`config.mk`:
```
export PLATFORM = sky130hd
export DESIGN_NAME = pumt_ctrl
export DESIGN_NICKNAME = d
export VERILOG_FILES = /design/src/rtl/pumt_pkg.sv /design/src/rtl/pumt_ctrl.sv
export SDC_FILE = /design/constraint.sdc
export NUM_CORES = 1
export LEC_CHECK = 0
export BUFFER_PORTS_ARGS = -buffer_cell sky130_fd_sc_hd__buf_4
export CORE_AREA = 3 3 40 42
export CTS_BUF_LIST = sky130_fd_sc_hd__clkbuf_8
export DETAILED_ROUTE_END_ITERATION = 16
export DIE_AREA = 0 0 43 45
export RECOVER_POWER = 100
export SETUP_SLACK_MARGIN = 0.3
export SLEW_MARGIN = 15
export SYNTH_ARGS = -nofsm -noshare
export SYNTH_HDL_FRONTEND = slang
export SYNTH_SLANG_ARGS = --single-unit
```
`constraint.sdc`:
```
create_clock -name clock -period 1.4 [get_ports clock]
set_input_delay 0.07 -clock clock [delete_from_list [all_inputs] [get_ports clock]]
set_output_delay 0.07 -clock clock [all_outputs]
set_load 0.02 [all_outputs]
```
`src/rtl/pumt_pkg.sv`:
```
// Shared types and constants for the point-update minimum tracker.
// Used by the controller, the datapath and the top level; depends on nothing.
package pumt_pkg;

   // Field widths of the request and response.
   localparam int DATA_W      = 32;
   localparam int SLOT_W      = 10;
   localparam int CNT_W       = 11;
   localparam int REQ_TDATA_W = 48;

   // Configuration port geometry and register index.
   localparam int CSR_ADDR_W = 3;
   localparam int CSR_DATA_W = 32;
   localparam logic REG_ENTRIES = 1'b0;

   // Empty marker and reset values.
   localparam logic [DATA_W-1:0] EMPTY_VALUE   = {DATA_W{1'b1}};
   localparam logic [CNT_W-1:0]  ENTRIES_RESET = 11'd1024;
   localparam int TABLE_DEPTH_DEFAULT = 1024;

   // Commands from the controller to the datapath.
   typedef struct packed {
      logic clear_start;   // restart the clearing sweep, empty the minimum
      logic clear_wr;      // write one empty entry and advance the counter
      logic take_req;      // capture a request and read its old entry
      logic do_check;      // write the new value and fold it into the minimum
      logic scan_start;    // start a rescan from entry zero
      logic scan_rd;       // read one entry of the rescan
      logic scan_done;     // finish the rescan and publish the minimum
   } cmd_type;

   // Status from the datapath to the controller.
   typedef struct packed {
      logic slot_bad;      // request slot lies outside the entries in use
      logic need_rescan;   // overwritten entry held the minimum
      logic clear_last;    // sweep counter is on the last table entry
      logic scan_last;     // rescan counter is on the last entry in use
      logic out_free;      // response register can take a new result
   } sts_type;

endpackage

```
`src/rtl/pumt_ctrl.sv`:
```
// Controller state machine of the point-update minimum tracker.
// Depends on pumt_pkg for the command and status structs.
module pumt_ctrl import pumt_pkg::*; (
   input  logic    clock,
   input  logic    reset,
   input  logic    req_tvalid,
   output logic    req_tready,
   input  logic    cfg_wr,
   input  sts_type sts,
   output cmd_type cmd
);

   localparam logic [2:0] ST_CLEAR  = 3'd0;
   localparam logic [2:0] ST_IDLE   = 3'd1;
   localparam logic [2:0] ST_CHECK  = 3'd2;
   localparam logic [2:0] ST_SCAN   = 3'd3;
   localparam logic [2:0] ST_FINISH = 3'd4;

   logic [2:0] state_ff;
   logic [2:0] state_in;

   // Next state, commands and request ready.
   always_comb begin
      state_in   = state_ff;
      cmd        = '0;
      req_tready = 1'b0;
      if (cfg_wr) begin
         // A new entry count starts a fresh table.
         cmd.clear_start = 1'b1;
         state_in        = ST_CLEAR;
      end else begin
         case (state_ff)
            ST_CLEAR: begin
               cmd.clear_wr = 1'b1;
               if (sts.clear_last) begin
                  state_in = ST_IDLE;
               end
            end
            ST_IDLE: begin
               req_tready = sts.out_free;
               if (req_tvalid && sts.out_free) begin
                  cmd.take_req = 1'b1;
                  if (!sts.slot_bad) begin
                     state_in = ST_CHECK;
                  end
               end
            end
            ST_CHECK: begin
               cmd.do_check = 1'b1;
               if (sts.need_rescan) begin
                  cmd.scan_start = 1'b1;
                  state_in       = ST_SCAN;
               end else begin
                  state_in = ST_IDLE;
               end
            end
            ST_SCAN: begin
               cmd.scan_rd = 1'b1;
               if (sts.scan_last) begin
                  state_in = ST_FINISH;
               end
            end
            ST_FINISH: begin
               cmd.scan_done = 1'b1;
               state_in      = ST_IDLE;
            end
            default: begin
               cmd.clear_start = 1'b1;
               state_in        = ST_CLEAR;
            end
         endcase
      end
   end

   // State register; reset begins with the clearing sweep.
   always_ff @(posedge clock) begin
      if (reset) begin
         state_ff <= ST_CLEAR;
      end else begin
         state_ff <= state_in;
      end
   end

endmodule

```
# --- Word level (Yosys, flattened, before mapping) ---
# Index checks and enable logic that the tools add are counted.
classes:
  reduce_logical: 5
  mux: 18
  eq_ne: 8
op_table:
  columns: ["operator", "count"]
  rows:
  - ["one-hot mux 3 bit (5 select lines)", 1]
  - ["2-to-1 mux 3 bit", 4]
  - ["2-to-1 mux 1 bit", 10]
  - ["inequality test 2 bit, second input constant", 4]
  - ["== test 3 x 2 -> 1 bit, second input constant", 2]
  - ["2-to-1 mux 6 bit", 1]
  - ["OR reduction 5 bit", 1]
  - ["2-to-1 mux 2 bit", 2]
  - ["AND reduction 4 bit", 1]
  - ["== test 3 x 1 -> 1 bit, second input constant", 1]
  - ["== test 3 bit, second input constant", 1]
  - ["logical NOT 3 bit", 1]
  - ["OR reduction 2 bit", 1]
  - ["logical AND 1 bit", 1]
totals:
  word_cells: 32
  ff_bits: 3
  in_bits: 9

# --- Longest topological paths before layout ---
depth:
  depth_word: 4
  depth_mapped: 4

# --- Worst setup path after synthesis ---
# No wires, ideal clock.
synth_path:
  path_kind: "flip-flop to output port"
  start: "register state_ff[2]"
  end: "output port cmd[4] (netlist bit)"
  t_arrival_ps: 1359
  path_buffers: 0
  stages_incl_launch_ff: 4
  slack_ps: -29
  path_cell_list: "dfxtp_1 nand2b_4 nor4b_2 and2_1"
synth_rtl:
  columns: ["element", "line", "text"]
  rows:
  - ["start: declaration", "pumt_ctrl.sv:19", "logic [2:0] state_ff;"]
  - ["start signal: assignment", "pumt_ctrl.sv:80", "state_ff <= state_in;"]
  - ["end: declaration", "pumt_ctrl.sv:10", "output cmd_type cmd"]

==> metrics.txt <==
# TYPE chip_impl_metric gauge
chip_impl_metric{name="clk_pin_slew_worst_paths",unit="ns"} 0.03
chip_impl_metric{name="yosys.area_share.adder",unit="%"} 0
chip_impl_metric{name="synth_simple_gate_area_share",unit="%"} 44.1
chip_impl_metric{name="grt_overall_usage",unit="%"} 9.65
chip_impl_metric{name="postSynthCellCount",unit=""} 28
chip_impl_metric{name="share_of_the_clock_period_used_by_the_worst_path_after_layout",unit="%"} 93.0
chip_impl_metric{name="io_pins",unit=""} 17
chip_impl_metric{name="cts.htree.levels",unit=""} 1
chip_impl_info{name="registers.top_by_ff_count",value="state_ff"} 1
chip_impl_info{name="worst_setup_path_startpoint",value="state_ff[2]"} 1
chip_impl_metric{name="antenna_left",unit=""} 0
chip_impl_info{name="worst_hold_path_ep",value="state_ff[2]"} 1
chip_impl_info{name="largest_registers",value="state_ff x3"} 1
chip_impl_metric{name="grt_pass1_vias",unit=""} 308
chip_impl_metric{name="power.density_cell_area",unit="nW/um2"} 730
chip_impl_metric{name="finalPower",unit="W"} 0.000409
chip_impl_info{name="start_kind",value="register"} 1
chip_impl_metric{name="placement.io_buffers",unit=""} 16
chip_impl_metric{name="holdPathStages",unit=""} 3
chip_impl_info{name="worstReg2RegEnd",value="state_ff[1]"} 1
chip_impl_metric{name="ys_warn_count",unit=""} 0
chip_impl_metric{name="synth-seq-area-share",unit="%"} 23.8
chip_impl_metric{name="max-vdd-ir-drop",unit="mV"} 0.678
chip_impl_info{name="outcome",value="complete, no violations"} 1
chip_impl_info{name="worstSetupPathType",value="reg -> out"} 1
chip_impl_metric{name="core_area",unit="um2"} 1280
chip_impl_metric{name="skew",unit="ns"} 0.00134
chip_impl_metric{name="timing.setup.tns",unit="ns"} 0
chip_impl_metric{name="nFillCells",unit=""} 138
chip_impl_info{name="min_from",value="sts[1]"} 1
chip_impl_info{name="clockRootBuffer",value="clkbuf_8"} 1
chip_impl_info{name="worst_hold_path_type",value="in -> reg"} 1
chip_impl_metric{name="synth_cell_type_count",unit=""} 20
chip_impl_metric{name="max-slew-margin-rel",unit="%"} 72.5
chip_impl_metric{name="dr_total_vias",unit=""} 332
chip_impl_metric{name="postCtsHoldBufs",unit=""} 0
chip_impl_metric{name="clock.fmax",unit="MHz"} 768
chip_impl_metric{name="cp_max_fo",unit=""} 7
chip_impl_metric{name="largest_reg_flops",unit=""} 3
chip_impl_metric{name="floorplan.initialDensity",unit="%"} 19.7
chip_impl_metric{name="cts_buffers",unit=""} 3
chip_impl_metric{name="hpwlAfterDp",unit="um"} 495
chip_impl_metric{name="r2r_slack",unit="ns"} 0.14
chip_impl_metric{name="grt_first_pass_wirelength",unit="um"} 1370
chip_impl_metric{name="dr.pass1.iters",unit=""} 4
chip_impl_metric{name="synth.cell_area",unit="um2"} 253
chip_impl_metric{name="setup_viol",unit=""} 0
chip_impl_info{name="synth_top_family_by_area",value="simple AND/OR/NAND/NOR gates"} 1
chip_impl_metric{name="die-height",unit="um"} 45
chip_impl_metric{name="antenna_found_initial",unit=""} 0
chip_impl_metric{name="yosys.area_share.xor_xnor",unit="%"} 0
chip_impl_metric{name="static-leakage-power",unit="nW"} 0.229
chip_impl_info{name="cts_tree",value="done"} 1
chip_impl_info{name="final_common_cell",value="buf_4"} 1
chip_impl_info{name="mostFrequentLayoutCells",value="buf_4, buf_6, clkbuf_1"} 1
chip_impl_metric{name="grt_max_degree",unit=""} 12
chip_impl_metric{name="timing.final.hold_violations",unit=""} 0
chip_impl_metric{name="worst-endpoint-arrival",unit="ns"} 1.23
chip_impl_metric{name="grt_remaining_overflow",unit=""} 0
chip_impl_metric{name="route.detailed.drc",unit=""} 0
chip_impl_metric{name="worstSkewPairLatency",unit="ns"} 0.21
chip_impl_metric{name="worst_ep_required_time",unit="ns"} 1.33
chip_impl_metric{name="clock_sink_count",unit=""} 3
chip_impl_info{name="worstReg2RegStart",value="state_ff[0]"} 1
chip_impl_metric{name="tightest_slew",unit="ns"} 0.407
chip_impl_metric{name="cap_violations",unit=""} 0
chip_impl_metric{name="avgSynthCellArea",unit="um2"} 9.03
chip_impl_metric{name="mappedNetlistNets",unit=""} 37
chip_impl_metric{name="timing_max_transition_violations_final",unit=""} 0
chip_impl_metric{name="die-width",unit="um"} 43
chip_impl_metric{name="r2r_cells",unit=""} 4
chip_impl_metric{name="synth_compound_area_share",unit="%"} 23.3
chip_impl_metric{name="drive_gt1_share",unit="%"} 66.1
chip_impl_metric{name="route.detailed.vias_per_inst",unit=""} 4.68
chip_impl_metric{name="num-nets-final",unit=""} 66
chip_impl_metric{name="layout_min_cycle_time",unit="ns"} 1.30
chip_impl_info{name="grt_setup_unrepaired",value="yes"} 1
chip_impl_metric{name="area_delta_synth_final",unit="%"} 121
chip_impl_metric{name="gp_congestion",unit=""} 0.749
chip_impl_metric{name="antenna_cell_count",unit=""} 0
chip_impl_metric{name="ys_seq_elements",unit=""} 3
chip_impl_info{name="end_kind",value="output port"} 1
chip_impl_metric{name="drt_first_iter_violations",unit=""} 9
chip_impl_metric{name="maximum_buffer_depth_of_the_clock_tree",unit=""} 2
chip_impl_metric{name="wire_per_inst",unit="um"} 12.7
chip_impl_metric{name="drt_wl_total",unit="um"} 902
chip_impl_metric{name="num_rows",unit=""} 13
chip_impl_metric{name="die_area",unit="um2"} 1940
chip_impl_metric{name="synthMuxAreaShare",unit="%"} 0
## cells by family (layout without fill, tap and decap cells)
logic type             Yosys count  count (layout)
AO/OA/AOI/OAI                    6               6
AND/OR/NAND/NOR                 16              16
flip-flops                       3               3
buffers and inverters            3              31
## area by class of cell
type / instances / area [um2] / share of cell area [%]
repair buffers: 26 / 208 / 37.1
well taps: 15 / 18.8 / 3.36
multi-input cells: 22 / 215 / 38.5
inverters: 1 / 3.75 / 0.671
flip-flops and latches: 3 / 68.8 / 12.3
clock buffers: 3 / 41.3 / 7.38
clock inverters: 1 / 3.75 / 0.671
## Yosys cell counts
library cell,instances,area (um2)
buf_6,1,11.3
o21ba_1,1,10.0
nand2b_4,1,13.8
a21oi_1,1,5.00
nand2_1,1,3.75
o41ai_2,1,16.3
and2_1,2,12.5
inv_1,1,3.75
nor4_1,2,12.5
dfxtp_1,3,60.1
a22oi_1,1,7.51
nor2_1,2,7.51
nand2b_1,3,18.8
nor4b_1,1,8.76
buf_4,1,7.51
o21ai_0,1,5.00
and3b_1,1,8.76
nor3_1,2,10.0
nor4b_2,1,15.0
a311oi_2,1,15.0
## metrics by stage
step | std cells | hold WS, ns | utilization, % | area, um2 | setup slack (ns)
final | 71 | 0.151 | 43.5 | 559 | 0.0979
after global routing | 71 | 0.160 | 43.5 | 559 | 0.0502
after CTS | 67 | 0.126 | 42.3 | 543 | 0.126
after detailed placement | 58 | 0.335 | 31.3 | 402 | 0.186
after global placement | 58 | 0.335 | 31.3 | 402 | 0.194
after floorplan | 28 | 0.179 | - | 274 | 0.124
## metal layers
metal / GRT usage (%) / part of all wire [%]
met5: 0 / 0
met2: 18.0 / 54
met1: 10.3 / 37
met4: 1.81 / 0
met3: 3.98 / 9.1
## critical path, stage by stage, from the launching register on
cell and delay, ns:
dfxtp_4 0.33, buf_4 0.17, nor4_2 0.26, clkbuf_1 0.26
## worst max path at each step
stage | endpoint | slack [ns] | cells after the start
2_1_floorplan | cmd[4] | 0.12 | 3
3_3_place_gp | cmd[4] | 0.19 | 4
3_5_place_dp | cmd[2] | 0.19 | 4
4_1_cts | cmd[4] | 0.13 | 4
5_1_grt | cmd[5] | 0.05 | 3
6_report | cmd[5] | 0.1 | 3
## where the power goes
group	switching (W)	leakage [nW]	internal [W]
Sequential	0.00000391	0.0263	0.0000849
Clock	0.0000545	0.0269	0.000186
Combinational	0.0000348	0.176	0.0000440
## what timing repair did
item                                    in CTS  in global routing
endpoints found under the setup margin      10                 11
buffers inserted                             5                  4
endpoints found under the hold margin        0                  0
pin swaps                                    7                  2
gates resized for setup                     17                  7
No activity file was read; power rests on OpenSTA's default activity.
